File: src/rtl/sha256_pkg.sv
// ============================================================================
// SHA-256 package
// Round constants, initial hash values and the SHA-256 helper functions.
// ============================================================================
package sha256_pkg;

    localparam logic [31:0] INIT_H [8] = '{
        32'h6a09e667, 32'hbb67ae85, 32'h3c6ef372, 32'ha54ff53a,
        32'h510e527f, 32'h9b05688c, 32'h1f83d9ab, 32'h5be0cd19};

    localparam logic [31:0] ROUND_K [64] = '{
        32'h428a2f98, 32'h71374491, 32'hb5c0fbcf, 32'he9b5dba5,
        32'h3956c25b, 32'h59f111f1, 32'h923f82a4, 32'hab1c5ed5,
        32'hd807aa98, 32'h12835b01, 32'h243185be, 32'h550c7dc3,
        32'h72be5d74, 32'h80deb1fe, 32'h9bdc06a7, 32'hc19bf174,
        32'he49b69c1, 32'hefbe4786, 32'h0fc19dc6, 32'h240ca1cc,
        32'h2de92c6f, 32'h4a7484aa, 32'h5cb0a9dc, 32'h76f988da,
        32'h983e5152, 32'ha831c66d, 32'hb00327c8, 32'hbf597fc7,
        32'hc6e00bf3, 32'hd5a79147, 32'h06ca6351, 32'h14292967,
        32'h27b70a85, 32'h2e1b2138, 32'h4d2c6dfc, 32'h53380d13,
        32'h650a7354, 32'h766a0abb, 32'h81c2c92e, 32'h92722c85,
        32'ha2bfe8a1, 32'ha81a664b, 32'hc24b8b70, 32'hc76c51a3,
        32'hd192e819, 32'hd6990624, 32'hf40e3585, 32'h106aa070,
        32'h19a4c116, 32'h1e376c08, 32'h2748774c, 32'h34b0bcb5,
        32'h391c0cb3, 32'h4ed8aa4a, 32'h5b9cca4f, 32'h682e6ff3,
        32'h748f82ee, 32'h78a5636f, 32'h84c87814, 32'h8cc70208,
        32'h90befffa, 32'ha4506ceb, 32'hbef9a3f7, 32'hc67178f2};

    localparam logic [7:0] PAD_BYTE = 8'h80;
    localparam int         LEN_POS  = 56;

    // Eight working variables a..h.
    typedef logic [31:0] word_t;
    typedef word_t       state_t [8];

    function automatic word_t ror(input word_t v, input int n);
        ror = (v >> n) | (v << (32 - n));
    endfunction

    function automatic word_t sig0(input word_t x);
        sig0 = ror(x, 7) ^ ror(x, 18) ^ (x >> 3);
    endfunction

    function automatic word_t sig1(input word_t x);
        sig1 = ror(x, 17) ^ ror(x, 19) ^ (x >> 10);
    endfunction

    function automatic word_t bsig0(input word_t x);
        bsig0 = ror(x, 2) ^ ror(x, 13) ^ ror(x, 22);
    endfunction

    function automatic word_t bsig1(input word_t x);
        bsig1 = ror(x, 6) ^ ror(x, 11) ^ ror(x, 25);
    endfunction

endpackage

File: src/rtl/sha256_ram.sv
// ============================================================================
// SHA-256 generic RAM
// Single write port, single read port, registered read data.
// ============================================================================
module sha256_ram #(
    parameter int WIDTH = 32,
    parameter int DEPTH = 16
) (
    input  logic                     aclk,
    input  logic                     wr_en,
    input  logic [$clog2(DEPTH)-1:0] wr_addr,
    input  logic [WIDTH-1:0]         wr_data,
    input  logic [$clog2(DEPTH)-1:0] rd_addr,
    output logic [WIDTH-1:0]         rd_data
);

    logic [WIDTH-1:0] mem [DEPTH];

    // Write and registered read.
    always_ff @(posedge aclk) begin
        if (wr_en) begin
            mem[wr_addr] <= wr_data;
        end
        rd_data <= mem[rd_addr];
    end

endmodule

File: src/rtl/sha256_core.sv
// ============================================================================
// SHA-256 compression core
// Runs 64 rounds, one per cycle. The 16 loaded block words live in a 16-word
// RAM read in rounds 0..15; later schedule words come from a register shift window.
// ============================================================================
module sha256_core
    import sha256_pkg::*;
(
    input  logic        aclk,
    input  logic        aresetn,
    // Block word loading: 16 words before start.
    input  logic        ld_en,
    input  logic [3:0]  ld_addr,
    input  logic [31:0] ld_data,
    input  logic        start,
    input  logic        reinit,
    output logic        busy,
    input  logic [2:0]  hash_sel,
    output logic [31:0] hash_word
);

    localparam logic [1:0] ST_IDLE  = 2'd0;
    localparam logic [1:0] ST_FETCH = 2'd1;
    localparam logic [1:0] ST_ROUND = 2'd2;
    localparam logic [1:0] ST_ADD   = 2'd3;

    logic [1:0]  state_reg, state_next;
    logic [5:0]  round_reg, round_next;
    state_t      v_reg, v_next;
    state_t      h_reg, h_next;
    // Shift window of the last 16 schedule words (w[t-16] .. w[t-1]).
    logic [31:0] win_reg [16];
    logic [31:0] win_next [16];
    logic        wr_en;
    logic [3:0]  wr_addr, rd_addr;
    logic [31:0] wr_data, rd_data, w_t, t1, t2;

    sha256_ram #(.WIDTH(32), .DEPTH(16)) u_wram (
        .aclk    (aclk),
        .wr_en   (wr_en),
        .wr_addr (wr_addr),
        .wr_data (wr_data),
        .rd_addr (rd_addr),
        .rd_data (rd_data)
    );

    assign busy      = (state_reg != ST_IDLE);
    assign hash_word = h_reg[hash_sel];

    // Control FSM, round datapath and final hash addition. Rounds below 16 take the loaded word from the RAM.
    always_comb begin
        state_next = state_reg;
        round_next = round_reg;
        v_next     = v_reg;
        h_next     = h_reg;
        win_next   = win_reg;
        wr_en      = ld_en;
        wr_addr    = ld_addr;
        wr_data    = ld_data;
        rd_addr    = 4'd0;
        w_t        = '0;
        t1         = '0;
        t2         = '0;
        unique case (state_reg)
            ST_IDLE: begin
                if (reinit) begin
                    h_next = INIT_H;
                end
                if (start) begin
                    state_next = ST_FETCH;
                    round_next = '0;
                    v_next     = h_reg;
                end
            end
            ST_FETCH: begin
                rd_addr    = 4'd0;
                state_next = ST_ROUND;
            end
            ST_ROUND: begin
                rd_addr = round_reg[3:0] + 4'd1;
                if (round_reg < 6'd16) begin
                    w_t = rd_data;
                end else begin
                    w_t = win_reg[0] + sig0(win_reg[1]) + win_reg[9] + sig1(win_reg[14]);
                end
                for (int i = 0; i < 15; i++) begin
                    win_next[i] = win_reg[i+1];
                end
                win_next[15] = w_t;
                t1 = v_reg[7] + bsig1(v_reg[4]) + ((v_reg[4] & v_reg[5]) ^ (~v_reg[4] & v_reg[6]))
                     + ROUND_K[round_reg] + w_t;
                t2 = bsig0(v_reg[0])
                     + ((v_reg[0] & v_reg[1]) ^ (v_reg[0] & v_reg[2]) ^ (v_reg[1] & v_reg[2]));
                v_next[7] = v_reg[6];
                v_next[6] = v_reg[5];
                v_next[5] = v_reg[4];
                v_next[4] = v_reg[3] + t1;
                v_next[3] = v_reg[2];
                v_next[2] = v_reg[1];
                v_next[1] = v_reg[0];
                v_next[0] = t1 + t2;
                round_next = round_reg + 6'd1;
                if (round_reg == 6'd63) begin
                    state_next = ST_ADD;
                end
            end
            ST_ADD: begin
                for (int i = 0; i < 8; i++) begin
                    h_next[i] = h_reg[i] + v_reg[i];
                end
                state_next = ST_IDLE;
            end
            default: state_next = ST_IDLE;
        endcase
    end

    always_ff @(posedge aclk) begin
        if (!aresetn) begin
            state_reg <= ST_IDLE;
            h_reg     <= INIT_H;
        end else begin
            state_reg <= state_next;
            h_reg     <= h_next;
        end
        round_reg <= round_next;
        v_reg     <= v_next;
        win_reg   <= win_next;
    end

endmodule

File: src/rtl/sha256_stream_hasher_unit.sv
// ============================================================================
// SHA-256 stream hasher
// Takes one message byte per request, pads and hashes, emits eight words.
// ============================================================================
// Each full block of 64 bytes is compressed by the core, one round per cycle;
// a message end adds one padding block, or two if the pad byte lands at slot 56 or later.
// Input: bytes are accepted only in the fill state; s_tready is low during compression.
// Digest: eight result words follow the last compression, one per cycle while m_tready is high.
// Reset clears the counters and reloads the initial hash values.
module sha256_stream_hasher_unit
    import sha256_pkg::*;
(
    input  logic        aclk,
    input  logic        aresetn,
    input  logic        s_tvalid,
    output logic        s_tready,
    input  logic [7:0]  s_tdata,   // [7:0] msg_byte
    input  logic        s_tuser,   // byte_valid
    input  logic        s_tlast,   // is_last
    output logic        m_tvalid,
    input  logic        m_tready,
    output logic [39:0] m_tdata,   // [31:0] digest_word, [34:32] word_index, zero pad
    output logic        m_tlast    // last_word
);

    localparam logic [2:0] ST_FILL  = 3'd0;
    localparam logic [2:0] ST_WAIT  = 3'd1;
    localparam logic [2:0] ST_PAD   = 3'd2;
    localparam logic [2:0] ST_PWAIT = 3'd3;
    localparam logic [2:0] ST_OUT   = 3'd4;

    logic [2:0]  state_reg, state_next;
    logic [5:0]  fill_reg, fill_next;
    logic [60:0] total_reg, total_next;
    logic [23:0] acc_reg, acc_next;
    logic        fin_reg, fin_next;   // padding byte already placed
    logic        lenok_reg, lenok_next;
    logic [2:0]  oidx_reg, oidx_next;
    logic        ld_en, start, reinit, busy;
    logic [3:0]  ld_addr;
    logic [31:0] ld_data, hash_word;
    logic [63:0] bits;
    logic [7:0]  pbyte;

    sha256_core u_core (
        .aclk      (aclk),
        .aresetn   (aresetn),
        .ld_en     (ld_en),
        .ld_addr   (ld_addr),
        .ld_data   (ld_data),
        .start     (start),
        .reinit    (reinit),
        .busy      (busy),
        .hash_sel  (oidx_reg),
        .hash_word (hash_word)
    );

    assign bits     = {total_reg, 3'b000};
    assign s_tready = (state_reg == ST_FILL);
    assign m_tvalid = (state_reg == ST_OUT);
    assign m_tdata  = {5'd0, oidx_reg, hash_word};
    assign m_tlast  = (oidx_reg == 3'd7);

    // Byte packing, padding and digest readout.
    always_comb begin
        state_next = state_reg;
        fill_next  = fill_reg;
        total_next = total_reg;
        acc_next   = acc_reg;
        fin_next   = fin_reg;
        oidx_next  = oidx_reg;
        ld_en      = 1'b0;
        ld_addr    = fill_reg[5:2];
        ld_data    = '0;
        start      = 1'b0;
        reinit     = 1'b0;
        pbyte      = '0;
        unique case (state_reg)
            ST_FILL: begin
                if (s_tvalid) begin
                    if (s_tuser) begin
                        acc_next   = {acc_reg[15:0], s_tdata};
                        total_next = total_reg + 61'd1;
                        fill_next  = fill_reg + 6'd1;
                        if (fill_reg[1:0] == 2'd3) begin
                            ld_en   = 1'b1;
                            ld_data = {acc_reg, s_tdata};
                        end
                        if (fill_reg == 6'd63) begin
                            start      = 1'b1;
                            state_next = ST_WAIT;
                        end else if (s_tlast) begin
                            state_next = ST_PAD;
                        end
                    end else if (s_tlast) begin
                        state_next = ST_PAD;
                    end
                    fin_next = 1'b0;
                    if (s_tlast && fill_reg == 6'd63 && s_tuser) begin
                        state_next = ST_PWAIT;
                    end
                end
            end
            ST_WAIT: begin
                if (!busy && !start) begin
                    state_next = ST_FILL;
                end
            end
            ST_PAD: begin
                // One padding byte per cycle; the length only goes into the final block.
                if (!fin_reg) begin
                    pbyte    = PAD_BYTE;
                    fin_next = 1'b1;
                end else if (lenok_reg && fill_reg >= 6'(LEN_POS)) begin
                    pbyte = bits[6'(63 - 8 * (fill_reg - 6'(LEN_POS))) -: 8];
                end
                acc_next  = {acc_reg[15:0], pbyte};
                fill_next = fill_reg + 6'd1;
                if (fill_reg[1:0] == 2'd3) begin
                    ld_en   = 1'b1;
                    ld_data = {acc_reg, pbyte};
                end
                if (fill_reg == 6'd63) begin
                    start      = 1'b1;
                    state_next = ST_PWAIT;
                end
            end
            ST_PWAIT: begin
                if (!busy && !start) begin
                    // Read out when the length is in; else pad another block.
                    state_next = (fin_reg && lenok_reg) ? ST_OUT : ST_PAD;
                    oidx_next  = '0;
                end
            end
            ST_OUT: begin
                if (m_tready) begin
                    oidx_next = oidx_reg + 3'd1;
                    if (oidx_reg == 3'd7) begin
                        reinit     = 1'b1;
                        total_next = '0;
                        fill_next  = '0;
                        state_next = ST_FILL;
                    end
                end
            end
            default: state_next = ST_FILL;
        endcase
    end

    // The length fits when the padding byte lands before slot 56, else in the next block.
    always_comb begin
        lenok_next = lenok_reg;
        if (state_reg == ST_FILL) begin
            lenok_next = 1'b0;
        end else if (state_reg == ST_PAD && !fin_reg) begin
            lenok_next = (fill_reg < 6'(LEN_POS));
        end else if (state_reg == ST_PWAIT && !busy && !start && fin_reg) begin
            lenok_next = 1'b1;
        end
    end

    always_ff @(posedge aclk) begin
        if (!aresetn) begin
            state_reg <= ST_FILL;
            fill_reg  <= '0;
            total_reg <= '0;
            fin_reg   <= 1'b0;
            oidx_reg  <= '0;
            lenok_reg <= 1'b0;
        end else begin
            state_reg <= state_next;
            fill_reg  <= fill_next;
            total_reg <= total_next;
            fin_reg   <= fin_next;
            oidx_reg  <= oidx_next;
            lenok_reg <= lenok_next;
        end
        acc_reg <= acc_next;
    end

endmodule
File: config.mk
export PLATFORM = sky130hd
export DESIGN_NAME = sha256_stream_hasher_unit
export DESIGN_NICKNAME = d
export VERILOG_FILES = /design/src/rtl/sha256_pkg.sv /design/src/rtl/sha256_ram.sv /design/src/rtl/sha256_core.sv /design/src/rtl/sha256_stream_hasher_unit.sv
export SDC_FILE = /design/constraint.sdc
export NUM_CORES = 2
export LEC_CHECK = 0
export ABC_AREA = 0
export ABC_CLOCK_PERIOD_IN_PS = 44700
export BUFFER_PORTS_ARGS = -buffer_cell sky130_fd_sc_hd__buf_4
export CAP_MARGIN = 20
export CELL_PAD_IN_SITES_DETAIL_PLACEMENT = 1
export CELL_PAD_IN_SITES_GLOBAL_PLACEMENT = 1
export CORE_MARGIN = 2
export CORE_UTILIZATION = 53
export CTS_CLUSTER_SIZE = 16
export DETAILED_ROUTE_END_ITERATION = 8
export PLACE_DENSITY_LB_ADDON = 0.08
export SETUP_SLACK_MARGIN = 0.15
export SLEW_MARGIN = 20
export SYNTH_ARGS = -nofsm -noshare
export SYNTH_HDL_FRONTEND = slang
export SYNTH_HIERARCHICAL = 1
export SYNTH_SLANG_ARGS = --single-unit
export TNS_END_PERCENT = 20
File: constraint.sdc
create_clock -name aclk -period 44.7 [get_ports aclk]
set_input_delay 0 -clock aclk [delete_from_list [all_inputs] [get_ports aclk]]
set_output_delay 0 -clock aclk [all_outputs]
set_load 0.02 [all_outputs]
==> impl_metrics.json <==
{
  "p_sw_mw": 1.77,
  "rsz0062_at_grt": "false",
  "layout_min_cycle_time_ns": 11.82,
  "max_freq_mhz": 84.6,
  "fp-row-count": 150,
  "cellPowerDensity_nw_per_um2": 50.8,
  "netlist_area_um2": 89500,
  "grt_max_degree": 205,
  "grt.overflow.total": 0,
  "min_to": "acc_reg[2]",
  "postLayoutCellArea_um2": 98500,
  "post-route-drc-count": 0,
  "max_cap_viol_count": 0,
  "synthCells": 7140,
  "crit_slowest_cell": "a2111oi_0",
  "die_w_um": 415,
  "critPathMaxStageDelay_ns": 0.72,
  "vdd_drop_max_uv": 68.6,
  "via_count": 61100,
  "clock-sinks": 1675,
  "routed_via_density": 6.41,
  "cp-start-kind": "register",
  "place_area_um2": 92500,
  "die_h_um": 415,
  "slew-limit-headroom_pct": 17.8,
  "cts_buffers": 180,
  "post_drt_wl_per_cell_um": 30.6,
  "routed_wl_um": 292000,
  "setup_tns_ns": 0,
  "cts_max_path_buffers": 3,
  "final_hold_viol_count": 0,
  "core_area_um2": 167000,
  "synth_top_area_cell": "edfxtp_1",
  "htreeDepth": 4,
  "antenna_found_initial": 7,
  "ys_seq_elements": 1675,
  "clkTransAtPathRegs_ns": 0.07,
  "drive_gt1_share_pct": 14.2,
  "hold_start": "s_tdata[2]",
  "worst_pin_slew_ns": 1.22,
  "slew_viol_final": 0,
  "cts_tree": "done",
  "cp-end-kind": "register",
  "clk_latency_ns": 0.85,
  "grt_pass1_vias": 62300,
  "required_ns": 45.25,
  "post-cts-setup-buffers": 0,
  "ys_top_cells_by_area": "edfxtp_1 44%, dfxtp_1 8.2%, ha_1 5.8%, mux4_2 5.3%, fa_1 4.4%",
  "synth_edf_count": 1310,
  "crit_path_frequent_cell": "fa_1",
  "min_delay_path_depth": 3,
  "pwr-share-seq_pct": 33.7,
  "status": "complete, no violations",
  "io_pins": 57,
  "yosys_most_used_dff": "edfxtp_1",
  "clkPwrFrac_pct": 29.8,
  "yosysSeqAreaShare_pct": 52.1,
  "start_util_pct": 53.4,
  "setup_violations": 0,
  "final_nets": 7799,
  "grt_pass1_wl_um": 427000,
  "avgSynthCellArea_um2": 12.5,
  "timing.rr.end": "u_core/v_reg[255]",
  "synth.distinct_cells": 108,
  "antenna_left": 0,
  "hp-class": "input pin to register",
  "reg2reg_depth": 44,
  "async_flop_share_pct": 0,
  "combPwrFrac_pct": 36.5,
  "min_period_over_period_pct": 26.4,
  "p_sw_share_pct": 35.4,
  "timing.rr.start": "u_core/win_reg[452]",
  "worstPathMaxFanout": 5,
  "finClkSkew_ns": 0.0664,
  "io_buffers": 51,
  "synth_top_area_share_pct": 44.0,
  "grt_usage_pct": 33.6,
  "syn_to_final_growth_pct": 10.1,
  "dp_hpwl_um": 206000,
  "p_leak_nw": 35.2,
  "clk_root_buffer_cell": "clkbuf_16",
  "arrival_ns": 12.37,
  "first_iter_violations": 6399,
  "drt-pass1-iter-count": 5,
  "intPower_mw": 3.23,
  "crit_type": "register to register",
  "gp_congestion": 0.967,
  "rrSetupSlack_ns": 32.88,
  "dieArea_um2": 172000,
  "ys_warn_count": 6
}
[what timing repair did]
action	4_1_cts	5_1_grt
hold endpoints to repair	196	0
gates resized for setup	0	0
hold buffers	13	0
[critical path: cells and delay by family, from the launching register on]
family                   cells  cell delay (ns)
adder cells (fa/ha/maj)     10             4.15
flip-flops                   1             0.48
buffers and inverters        4             0.23
AO/OA/AOI/OAI               14             3.85
AND/OR/NAND/NOR             11             1.69
XOR/XNOR                     5             1.10
[cell usage after synthesis, types with 17 or more instances]
library cell,instances
o21ai_1,37
and2_1,20
o31ai_1,32
nor2_1,428
nor4_1,17
buf_1,37
a31oi_1,40
ha_1,414
mux2_2,286
a211oi_1,34
mux2i_1,57
a22oi_1,128
buf_2,17
and3_1,40
inv_1,309
nand4_1,47
o21bai_1,44
edfxtp_1,1310
mux4_2,212
or2_2,28
fa_1,197
a21oi_1,446
o211ai_1,17
o21a_1,58
xor2_1,182
a21o_1,188
o22ai_1,99
nor3_1,71
maj3_1,29
clkbuf_1,257
nor3b_1,22
xnor2_1,421
nand3_1,121
nand2b_1,54
nor2b_1,70
nand2_1,423
dfxtp_1,365
o21ai_0,263
or3_1,45
[layout by cell type (no fill, tap or decap), drive strengths merged, types with 17 or more instances in the layout]
cell,synthesis,final
a22oi,129,129
inv,311,317
mux2,286,286
mux2i,57,57
buf,69,161
a21oi,450,450
xnor2,421,421
or3,45,45
a31oi,40,40
edfxtp,1310,1310
o21ai,300,300
xor2,182,182
o21a,58,58
nor2,429,429
mux4,212,212
ha,414,414
nand4,51,51
dfxtp,365,365
nand2b,54,54
o311ai,19,19
o31ai,33,33
nor3,72,72
clkinv,4,71
nor4,19,19
nor2b,70,70
nand2,424,424
and3,40,40
o21bai,44,44
o211ai,17,17
a211oi,35,35
o22ai,99,99
fa,197,197
a21o,188,188
nor3b,22,22
maj3,29,29
nand3,122,122
clkbuf,257,252
or2,30,30
and2,21,21
[metal layers]
metal  GRT usage [%]  vias to the layer above  share of wire, %
li1                -                    26700                 -
met1            49.2                    31900                45
met2            52.1                     2144                46
met3            5.23                      423               6.8
met4            9.71                        2               2.9
met5               0                        -            0.0044
[worst max-delay path by stage]
stage | startpoint | end | slack, ns | cells after the start
after global placement | u_core/win_reg[452] | u_core/v_reg[255] | 33.26 | 44
after CTS | u_core/win_reg[452] | u_core/v_reg[255] | 33.02 | 44
after detailed placement | u_core/win_reg[452] | u_core/v_reg[255] | 33.14 | 44
after global routing | u_core/win_reg[452] | u_core/v_reg[255] | 32.09 | 44
after floorplan | u_core/state_reg[0] | u_core/round_reg[0] | 12.18 | 5
final | u_core/win_reg[452] | u_core/v_reg[255] | 32.88 | 44
[per-stage QoR]
step                total power, mW  cells  hold slack (ns)  utilization (%)  worst slack [ns]
finish                         5.00   9537           0.0455             58.8             32.88
global route                   5.23   9537           0.0198             58.8             32.09
floorplan                      3.00   7144            0.128                -             12.18
CTS                            4.99   9536          0.00623             58.8             33.02
detailed placement             3.49   9183            0.345             55.2             33.14
global placement               3.45   9183            0.352             55.2             33.26
[power by group through the flow]
| stage | Sequential, mW | Clock [mW] | Combinational (mW) |
|---|---|---|---|
| 6_report | 1.68 | 1.49 | 1.83 |
| 3_3_place_gp | 1.72 | 0 | 1.73 |
| 2_1_floorplan | 1.71 | 0 | 1.28 |
| 4_1_cts | 1.68 | 1.51 | 1.80 |
| 5_1_grt | 1.68 | 1.57 | 1.98 |
| 3_5_place_dp | 1.72 | 0 | 1.77 |
[logic make-up (layout without fill, tap and decap cells)]
kind of cell / after synthesis / count (layout) / share of synthesized area, %
buffers and inverters: 641 / 829 / 2.78
AOI/OAI and AO/OA: 1569 / 1569 / 11.3
DFF: 1675 / 1675 / 52.1
muxes: 555 / 555 / 9.57
adders and majority gates: 640 / 640 / 10.5
and+or+nand+nor: 1454 / 1454 / 7.75
other: 1 / 6 / 0.00419
xor gates and xnor gates: 605 / 605 / 5.95
[final cells by class]
| cell class | count | area (um^2) |
|---|---|---|
| antenna | 1 | 2.50 |
| clock buffer | 252 | 5010 |
| clock inverter | 88 | 883 |
| fill | 16500 | 68900 |
| inverter | 315 | 1180 |
| multi-input combinational | 4828 | 40600 |
| sequential | 1675 | 46700 |
| tap | 2204 | 2760 |
| timing repair buffer | 174 | 1400 |
Power figures use the tool's default switching activity.
